<file path="src/sv/wlb_pkg.sv">
package wlb_pkg;

  // Image geometry.
  localparam int IMAGE_WIDTH   = 32;
  localparam int IMAGE_HEIGHT  = 64;
  localparam int CHANNEL_COUNT = 4;

  // Item counts of one frame.
  localparam int FRAME_PIXELS = IMAGE_HEIGHT * IMAGE_WIDTH * CHANNEL_COUNT;
  localparam int RAMP_ITEMS   = (IMAGE_WIDTH + 1) * CHANNEL_COUNT;
  localparam int FRAME_ITEMS  = FRAME_PIXELS + RAMP_ITEMS;

  // Delay line: two image lines plus two window columns, all channels.
  localparam int LINE_ITEMS  = IMAGE_WIDTH * CHANNEL_COUNT;
  localparam int CHAIN_DEPTH = 2 * LINE_ITEMS + 2 * CHANNEL_COUNT;

  // Counter widths.
  localparam int CH_W   = ($clog2(CHANNEL_COUNT) > 2) ? $clog2(CHANNEL_COUNT) : 2;
  localparam int COL_W  = ($clog2(IMAGE_WIDTH) > 1) ? $clog2(IMAGE_WIDTH) : 1;
  localparam int ROW_W  = $clog2(IMAGE_HEIGHT + 1);
  localparam int ITEM_W = $clog2(FRAME_ITEMS);

  // Configuration register map.
  localparam int CFG_ADDR_W = 3;
  localparam logic REG_ZERO_POINT = 1'b0;

  typedef logic [7:0] pixel_t;

  // Position of the current item, handed from the sequencer to the datapath.
  typedef struct packed {
    logic [CH_W-1:0]  ch;
    logic [COL_W-1:0] col;
    logic [ROW_W-1:0] row;
    logic             emit;
    logic             live_px;
    logic             last;
  } wlb_pos_t;

endpackage

</file>
<file path="src/sv/wlb_cell.sv">
module wlb_cell (
  input  logic            clk,
  input  logic            shift_en,
  input  wlb_pkg::pixel_t d,
  output wlb_pkg::pixel_t q
);

  wlb_pkg::pixel_t q_r;

  // One byte of the delay line; moves on every accepted request.
  always_ff @(posedge clk) begin
    if (shift_en) begin
      q_r <= d;
    end
  end

  assign q = q_r;

endmodule

</file>
<file path="src/sv/wlb_seq.sv">
module wlb_seq (
  input  logic              clk,
  input  logic              rst_n,
  input  logic              step,
  output wlb_pkg::wlb_pos_t pos
);

  logic [wlb_pkg::ITEM_W-1:0] item_r, item_nxt;
  logic [wlb_pkg::CH_W-1:0]   ch_r, ch_nxt;
  logic [wlb_pkg::COL_W-1:0]  col_r, col_nxt;
  logic [wlb_pkg::ROW_W-1:0]  row_r, row_nxt;
  logic                       ch_wrap;
  logic                       col_wrap;
  logic                       emit;
  logic                       last;

  assign ch_wrap  = (ch_r == wlb_pkg::CH_W'(wlb_pkg::CHANNEL_COUNT - 1));
  assign col_wrap = (col_r == wlb_pkg::COL_W'(wlb_pkg::IMAGE_WIDTH - 1));
  assign emit     = (item_r >= wlb_pkg::ITEM_W'(wlb_pkg::RAMP_ITEMS));
  assign last     = (item_r == wlb_pkg::ITEM_W'(wlb_pkg::FRAME_ITEMS - 1));

  // Next channel, output position and item count.
  always_comb begin
    item_nxt = item_r + 1'b1;
    ch_nxt   = ch_wrap ? '0 : ch_r + 1'b1;
    col_nxt  = col_r;
    row_nxt  = row_r;
    if (emit && ch_wrap) begin
      if (col_wrap) begin
        col_nxt = '0;
        row_nxt = row_r + 1'b1;
      end else begin
        col_nxt = col_r + 1'b1;
      end
    end
    if (last) begin
      item_nxt = '0;
      ch_nxt   = '0;
      col_nxt  = '0;
      row_nxt  = '0;
    end
  end

  always_ff @(posedge clk) begin
    if (!rst_n) begin
      item_r <= '0;
      ch_r   <= '0;
      col_r  <= '0;
      row_r  <= '0;
    end else if (step) begin
      item_r <= item_nxt;
      ch_r   <= ch_nxt;
      col_r  <= col_nxt;
      row_r  <= row_nxt;
    end
  end

  assign pos.ch      = ch_r;
  assign pos.col     = col_r;
  assign pos.row     = row_r;
  assign pos.emit    = emit;
  assign pos.live_px = (item_r < wlb_pkg::ITEM_W'(wlb_pkg::FRAME_PIXELS));
  assign pos.last    = last;

endmodule

</file>
<file path="src/sv/window_3x3_line_buffer.sv">
// Channel  Direction  Handshake                 Payload
// in_      input      in_valid / in_ready       in_pixel
// out_     output     out_valid / out_ready     out_tap_r0c0..r2c2, channel_index, frame_end
// cfg_     APB        psel & penable & pwrite   paddr, pwdata, prdata (zero_point)
//
// One request per cycle while in_ready is high; the output register holds each window.
// The first (IMAGE_WIDTH+1)*CHANNEL_COUNT requests of a frame only fill the delay line.
// The delay line is a chain of byte cells that shifts on every accepted request.
// in_ready drops only while a window waits in the output register and out_ready is low.
// Synchronous active-low reset clears the counters, the zero point and the output valid
// flag; the delay line keeps its bytes, which only ever reach padded taps.
module window_3x3_line_buffer (
  input  logic                             clk,
  input  logic                             rst_n,
  input  logic                             in_valid,
  output logic                             in_ready,
  input  logic [7:0]                       in_pixel,
  output logic                             out_valid,
  input  logic                             out_ready,
  output logic signed [7:0]                out_tap_r0c0,
  output logic signed [7:0]                out_tap_r0c1,
  output logic signed [7:0]                out_tap_r0c2,
  output logic signed [7:0]                out_tap_r1c0,
  output logic signed [7:0]                out_tap_r1c1,
  output logic signed [7:0]                out_tap_r1c2,
  output logic signed [7:0]                out_tap_r2c0,
  output logic signed [7:0]                out_tap_r2c1,
  output logic signed [7:0]                out_tap_r2c2,
  output logic [1:0]                       out_channel_index,
  output logic                             out_frame_end,
  input  logic                             psel,
  input  logic                             penable,
  input  logic                             pwrite,
  input  logic [wlb_pkg::CFG_ADDR_W-1:0]   paddr,
  input  logic [31:0]                      pwdata,
  output logic [31:0]                      prdata,
  output logic                             pready
);

  wlb_pkg::pixel_t   zero_point_r;
  wlb_pkg::pixel_t   px_eff;
  wlb_pkg::pixel_t   chain_q [wlb_pkg::CHAIN_DEPTH];
  wlb_pkg::pixel_t   win     [3][3];
  wlb_pkg::pixel_t   tap_nxt [3][3];
  wlb_pkg::pixel_t   tap_r   [3][3];
  wlb_pkg::wlb_pos_t pos;
  logic [1:0]        chan_r;
  logic              frame_end_r;
  logic              out_valid_r;
  logic              step;
  logic              row_ok  [3];
  logic              col_ok  [3];

  // Configuration port: single register decoded on paddr[2] alone; writes with paddr[2] set are dropped.
  assign pready = 1'b1;
  assign prdata = (paddr[2] == wlb_pkg::REG_ZERO_POINT) ? {24'b0, zero_point_r} : '0;

  always_ff @(posedge clk) begin
    if (!rst_n) begin
      zero_point_r <= '0;
    end else if (psel && penable && pwrite && (paddr[2] == wlb_pkg::REG_ZERO_POINT)) begin
      zero_point_r <= pwdata[7:0];
    end
  end

  // Accept while the output register is free or being drained.
  assign in_ready = !out_valid_r || out_ready;
  assign step     = in_valid && in_ready;

  wlb_seq u_seq (
    .clk   (clk),
    .rst_n (rst_n),
    .step  (step),
    .pos   (pos)
  );

  // Flush requests after the frame's pixels feed zeros.
  assign px_eff = pos.live_px ? in_pixel : '0;

  // Delay line of byte cells; stage k holds the pixel of k+1 requests ago.
  for (genvar k = 0; k < wlb_pkg::CHAIN_DEPTH; k++) begin : g_chain
    if (k == 0) begin : g_head
      wlb_cell u_cell (.clk(clk), .shift_en(step), .d(px_eff), .q(chain_q[k]));
    end else begin : g_body
      wlb_cell u_cell (.clk(clk), .shift_en(step), .d(chain_q[k-1]), .q(chain_q[k]));
    end
  end

  // Window taps: rows are one image line apart, columns one pixel (all channels) apart.
  for (genvar i = 0; i < 3; i++) begin : g_row
    localparam logic [wlb_pkg::ROW_W:0] RowOff = (wlb_pkg::ROW_W + 1)'(i);
    localparam logic [wlb_pkg::COL_W:0] ColOneOff = (wlb_pkg::COL_W + 1)'(i);
    logic [wlb_pkg::ROW_W:0] rsum;
    logic [wlb_pkg::COL_W:0] csum;

    // Row i and column i of the window, shifted by one so they stay unsigned.
    assign rsum = {1'b0, pos.row} + RowOff;
    assign csum = {1'b0, pos.col} + ColOneOff;
    assign row_ok[i] = (rsum != '0) &&
                       (rsum <= (wlb_pkg::ROW_W + 1)'(wlb_pkg::IMAGE_HEIGHT));
    assign col_ok[i] = (csum != '0) &&
                       (csum <= (wlb_pkg::COL_W + 1)'(wlb_pkg::IMAGE_WIDTH));

    for (genvar j = 0; j < 3; j++) begin : g_col
      localparam int Delay = (2 - i) * wlb_pkg::LINE_ITEMS + (2 - j) * wlb_pkg::CHANNEL_COUNT;
      if (Delay == 0) begin : g_now
        assign win[i][j] = px_eff;
      end else begin : g_past
        assign win[i][j] = chain_q[Delay-1];
      end
      assign tap_nxt[i][j] = (row_ok[i] && col_ok[j]) ? (win[i][j] - zero_point_r) : '0;
    end
  end

  // Output register.
  always_ff @(posedge clk) begin
    if (!rst_n) begin
      out_valid_r <= 1'b0;
    end else if (step) begin
      out_valid_r <= pos.emit;
    end else if (out_ready) begin
      out_valid_r <= 1'b0;
    end
  end

  always_ff @(posedge clk) begin
    if (step && pos.emit) begin
      tap_r       <= tap_nxt;
      chan_r      <= pos.ch[1:0];
      frame_end_r <= pos.last;
    end
  end

  assign out_valid         = out_valid_r;
  assign out_tap_r0c0      = tap_r[0][0];
  assign out_tap_r0c1      = tap_r[0][1];
  assign out_tap_r0c2      = tap_r[0][2];
  assign out_tap_r1c0      = tap_r[1][0];
  assign out_tap_r1c1      = tap_r[1][1];
  assign out_tap_r1c2      = tap_r[1][2];
  assign out_tap_r2c0      = tap_r[2][0];
  assign out_tap_r2c1      = tap_r[2][1];
  assign out_tap_r2c2      = tap_r[2][2];
  assign out_channel_index = chan_r;
  assign out_frame_end     = frame_end_r;

endmodule
</file>
<file path="config.mk">
export PLATFORM = sky130hd
export DESIGN_NAME = window_3x3_line_buffer
export DESIGN_NICKNAME = d
export VERILOG_FILES = /design/src/sv/wlb_pkg.sv /design/src/sv/wlb_cell.sv /design/src/sv/wlb_seq.sv /design/src/sv/window_3x3_line_buffer.sv
export SDC_FILE = /design/constraint.sdc
export NUM_CORES = 1
export LEC_CHECK = 0
export BUFFER_PORTS_ARGS = -buffer_cell sky130_fd_sc_hd__buf_2
export CAP_MARGIN = 20
export CORE_AREA = 8 8 432 434
export CTS_CLUSTER_DIAMETER = 60
export CTS_CLUSTER_SIZE = 12
export DETAILED_ROUTE_END_ITERATION = 8
export DIE_AREA = 0 0 440 442
export HOLD_SLACK_MARGIN = 0.1
export SLEW_MARGIN = 20
export SYNTH_ARGS = -nofsm -noshare
export SYNTH_HDL_FRONTEND = slang
export SYNTH_SLANG_ARGS = --single-unit
</file>
<file path="constraint.sdc">
create_clock -name clk -period 47.2 [get_ports clk]
set_input_delay 11.8 -clock clk [delete_from_list [all_inputs] [get_ports clk]]
set_output_delay 11.8 -clock clk [all_outputs]
set_load 0.03 [all_outputs]
</file>
# --- After elaboration in Yosys (flattened, before gate mapping) ---
# Index checks and enable logic that the tools add are counted.
# W data, S select, Z words.
classes:
  add_sub_neg: 17
  mul: 0
  n_div: 0
  n_lt_le_gt_ge: 8
  n_eq_ne: 3
  shift: 0
  n_mux: 13
  bitwise: 1
  n_reduce_logical: 34
ops:
  columns: ["operator", "n"]
  rows:
  - ["$sub A8 B8 Y8", 9]
  - ["$reduce_bool A8 Y1", 3]
  - ["$logic_and A1 B1 Y1", 21]
  - ["$mux W7", 3]
  - ["$reduce_bool A6 Y1", 3]
  - ["$le A8 B7 Y1 const B", 2]
  - ["$mux W8", 2]
  - ["$mux W5", 3]
  - ["$add A14 B1 Y14 const B", 1]
  - ["$eq A14 B14 Y1 const B", 1]
  - ["$ge A14 B8 Y1 const B", 1]
  - ["$lt A14 B14 Y1 const B", 1]
  - ["$mux W14", 1]
  - ["$le A6 B6 Y1 const B", 2]
  - ["$add A7 B1 Y8 const B", 1]
  - ["$add A7 B2 Y8 const B", 1]
  - ["$add A7 B1 Y7 const B", 1]
  - ["$le A7 B7 Y1 const B", 1]
  - ["$add A5 B1 Y6 const B", 1]
  - ["$add A5 B2 Y6 const B", 1]
  - ["$le A5 B6 Y1 const B", 1]
  - ["$reduce_bool A2 Y1", 3]
  - ["$add A5 B1 Y5 const B", 1]
  - ["$eq A5 B5 Y1 const B", 1]
  - ["9 further kinds", 11]
word_totals:
  ff_bits: 2224
  latch_bits: 0
  ram_bits: 0
  rom_bits: 0
  input_bits: 50
  output_inout_bits: 110
  word_cells: 357
  memories: 0

# --- Logic depth before layout (Yosys ltp) ---
depth:
  ltp_word: 4
  mapped_depth: 9
  mapped_depth_nobuf: 8

# --- By module ---
# A second synthesis with hierarchy kept.
hier_totals:
  hier_cells: 2927
  area_unflattened_um2: 71268.4
modules_own_cells:
  columns: ["mod", "instances", "cells_per_inst", "area_per_inst_um2", "seq_area_each_um2"]
  rows:
  - ["wlb_cell", 264, 8, 240.2, 240.2]
  - ["window_3x3_line_buffer", 1, 642, 6296.0, 2432.3]
  - ["wlb_seq", 1, 173, 1551.5, 560.5]

# --- Least setup slack after synthesis ---
# Ideal clock, no wire load.
synth_timing:
  path_type: "in2reg"
  startpoint: "in out_ready"
  endpoint: "reg u_seq.item_r[4] (netlist name)"
  setup_ns: 0.133
  arrival_time_ns: 43.125
  required_time_ns: 47.067
  slack_ns: 3.942
  cell_stages: 8
  path_cell_list: "nand2b_1 -> clkbuf_1 -> nand2_1 -> inv_2 -> nand4_1 -> nand2_1 -> buf_2 -> nor2_1"
synth_between:
  elab_chain_len: 2
synth_lines:
  columns: ["element", "line_no", "source"]
  rows:
  - ["start, declared", "window_3x3_line_buffer.sv:19", "input logic out_ready,"]
  - ["$logic_or A1 B1 Y1", "window_3x3_line_buffer.sv:67", "assign in_ready = !out_valid_r || out_ready;"]
  - ["via in_ready", "window_3x3_line_buffer.sv:16", "output logic in_ready,"]
  - ["$logic_and A1 B1 Y1", "window_3x3_line_buffer.sv:68", "assign step = in_valid && in_ready;"]
  - ["via g_chain[0].g_head.u_cell.shift_en", "wlb_cell.sv:3", "input logic shift_en,"]
  - ["end signal, assigned", "wlb_seq.sv:51", "item_r <= item_nxt;"]
  - ["end, declared", "wlb_seq.sv:8", "logic [wlb_pkg::ITEM_W-1:0] item_r, item_nxt;"]
# The timed path passes the listed nets, and every way through them passes these cells.
# A chain may end at the register's enable or synchronous reset.

# --- Worst setup path after layout ---
layout_timing:
  startpoint: "in out_ready"
  endpoint: "out in_ready"
layout_between:
  elab_chain_len: 1
layout_lines:
  columns: ["element", "line_no"]
  rows:
  - ["$logic_or A1 B1 Y1", "window_3x3_line_buffer.sv:67"]
  - ["end, declared", "window_3x3_line_buffer.sv:16"]
# No other way between the ends.

==> run_results.csv <==
group,metric,value,unit
status,status,"finished clean",
yosys,avgSynthCellArea,24.15,µm²
pwr,power_density,47.57,mW/mm²
min_path,min-delay-start,"g_chain[162].g_body.u_cell.q[2]$_DFFE_PP_",
critical_path,critPathMaxFanout,6,
clock_network,cts_buffers,205,
clock_network,cts_tree,"built",
min_path,whs_path_depth,0,
placement,portBuffers,108,
timing,setup_slack,23.06,ns
timing,relSlewSlack,0.2517,
clock_network,htreeDepth,4,
yosys,netlist_top_cells_area,"edfxtp_1 (92%), ha_1 (1.4%), dfxtp_1 (1.0%), nor3_1 (0.48%), nor2b_1 (0.37%)",
global_routing,grt_first_pass_wirelength,151.2,mm
die,core,0.1798,mm²
yosys,yosysTopAreaCell,"edfxtp_1",
yosys,netlist_instances,2954,
clock_network,cts_resized,0,
critical_path,required,35.40,ns
critical_path,crit_type,"input port to output port",
placement,dp_hpwl,50.67,mm
die,die_h,442,µm
timing,finClkSkew,0.03296,ns
yosys,ys_types,71,
global_routing,grt_use_total,0.09860,
route,wl_per_cell,16.97,µm
clock_network,cts_buffer_depth,3,
clock_network,clkSlewWorstSetupHoldPaths,0.06,ns
route,drt-initial-drc-count,2420,
timing,final.setup.tns,0,ns
die,rows,156,
clock_network,hold_buffers,0,
global_routing,antenna_found_initial,6,
critical_path,r2r_cells,7,
critical_path,cp-start-kind,"input port",
timing,min_period,24.14,ns
placement,dp_cells,5431,
yosys,ys_warn_count,0,
timing,drv_slew,0,
yosys,synth_top_area_share,0.9204,
min_path,hold_class,"register to register",
die,boundaryPins,160,
layout,drive_gt1_frac,0.1146,
global_routing,grt.overflow.total,0,
timing,rsz0062_at_grt,"no",
pwr,leakage,27.11,nW
layout,nets,3405,
route,final_antenna_net_count,0,
clock_network,cts_sinks,2224,
critical_path,startpoint,"out_ready",
timing,finalHoldViolations,0,
die,die-area,0.1945,mm²
route,via_per_inst,4.638,
yosys,synth_area,0.07135,mm²
critical_path,end_kind,"output port",
yosys,ys_seq_elements,2224,
die,start_util,0.3969,
yosys,seq_area_frac_synth,0.9308,
pwr,ir_worst_vdd,34.17,µV
timing,worst_slew_pin_slew,1.122,ns
route,drt_drc_violations_left,0,
route,drt-total-wl,96.20,mm
die,die_w,440,µm
route,dr.pass1.iters,5,
critical_path,reg2reg_from,"out_valid$_SDFFE_PN0P_",
global_routing,grt_pass1_vias,25740,
clock_network,cts-root-buf,"clkbuf_16",
global_routing,grt_max_degree,217,
yosys,synth-main-ff-cell,"edfxtp_1",
layout,fillerInstances,14740,
yosys,synthArstFlopShare,0,
timing,fmax,0.04143,GHz
placement,place_ws,23.06,ns
layout,area_growth,12.88,%
route,dr_total_vias,26300,
critical_path,arrival,12.34,ns
timing,fin_crit_sh,0.5114,
run,drv_cap,0,
clock_network,clock_latency,0.78,ns
timing,setup-violations-final,0,
placement,place.gp.congestion,0.7373,
yosys,synth_edf_count,2187,
layout,final_cells,5670,
clock_network,cts_setup_buffers,0,
area by class of cell:
cell class              instances  area, µm²  share of cell area
multi-input cells             650       4533             0.05628
flip-flops and latches       2224      66410              0.8246
repair buffers                132      819.5             0.01017
clock buffers                 218       5253             0.06521
clock inverters                17      330.3            0.004101
well taps                    2370       2965             0.03682
inverters                      56      222.7            0.002765
diodes                          3      7.507          0.00009321
routing by layer:
metal | wire [µm] | global-route usage | vias to the layer above
li1 | - | - | 12180
met1 | 47540 | 0.1527 | 13460
met2 | 41650 | 0.1347 | 448
met3 | 4271 | 0.02265 | 210
met4 | 2736 | 0.03838 | 0
met5 | 0 | 0 | -
worst paths after layout:
| kind | endpoint | slack (ns) |
|---|---|---|
| worst max-delay path | in_ready | 23.06 |
| worst min-delay path | g_chain[163].g_body.u_cell.q[2]$_DFFE_PP_ | 0.39 |
| worst max register to register | g_chain[228].g_body.u_cell.q[5]$_DFFE_PP_ | 41.64 |
| worst min register to register | g_chain[163].g_body.u_cell.q[2]$_DFFE_PP_ | 0.39 |
report_power, final:
part,leakage [nW],internal [mW],switching [mW]
sequential,21.8,2.29,0.0297
clock,2.73,0.795,0.649
combinational,2.63,0.0153,0.0533
stage by stage:
stage / utilization / hold slack (ns) / cell area [µm²] / power (mW)
2_1_floorplan: - / 0.4003 / 71440 / 2.481
3_3_place_gp: 0.4167 / 0.4014 / 74920 / 2.426
3_5_place_dp: 0.4167 / 0.4045 / 74920 / 2.430
4_1_cts: 0.4478 / 0.3897 / 80500 / 3.888
5_1_grt: 0.4480 / 0.3978 / 80540 / 3.973
6_report: 0.4481 / 0.3868 / 80540 / 3.831
cell usage in the layout (no fill, tap or decap), drive strengths merged, types with 26 or more instances in the layout:
master	count
a21oi	34
nand2	57
dfxtp	37
nor3	68
nor2b	42
inv	62
buf	132
edfxtp	2187
clkbuf	218
nand3	28
xnor2	26
ha	77
o21ai	31
nor2	59
Yosys cell counts (5+ instances only):
cell	number
edfxtp_1	2187
ha_1	77
nor3_1	68
nor2_1	59
nand2_1	57
inv_1	55
nor2b_1	42
dfxtp_1	37
a21oi_1	34
o21ai_0	30
nand3_1	28
xnor2_1	26
buf_4	25
nand2b_1	21
nor3b_1	18
clkbuf_1	16
o21a_1	14
xor2_1	13
a31oi_1	12
or3_1	11
fa_1	9
nand4_1	9
a211oi_1	6
mux2i_1	6
o2111a_1	6
a21boi_0	5
a21o_1	5
worst max-delay path, cell delays in order:
cell and delay (ns):
buf_2 0.09, nand2b_1 0.22, buf_2 0.23
cell families (layout without fill, tap and decap cells):
group,count (synthesis),after routing,share of synthesized area
buf+inv,103,423,0.007067
compound gates,140,140,0.01310
fa+ha+maj,86,86,0.01603
xor+xnor,39,39,0.004787
mux,6,6,0.0008417
other cells,2,28,0.0001053
flops,2224,2224,0.9308
simple gates,354,354,0.02729
flip-flops by register name (all words and copies together), names as in the netlist, 5 cells and up:
register and count:
out_tap_r0c0 8, out_tap_r2c2 8, out_tap_r2c1 8, zero_point_r 8
u_seq.row_r 7, u_seq.item_r 14, g_chain.g_head.u_cell.q 8, out_tap_r1c1 8
out_tap_r2c0 8, out_tap_r1c2 8, out_tap_r1c0 8, u_seq.col_r 5
out_tap_r0c2 8, out_tap_r0c1 8, g_chain.g_body.u_cell.q 2104
Note: power is estimated with default switching activity, not from simulation.
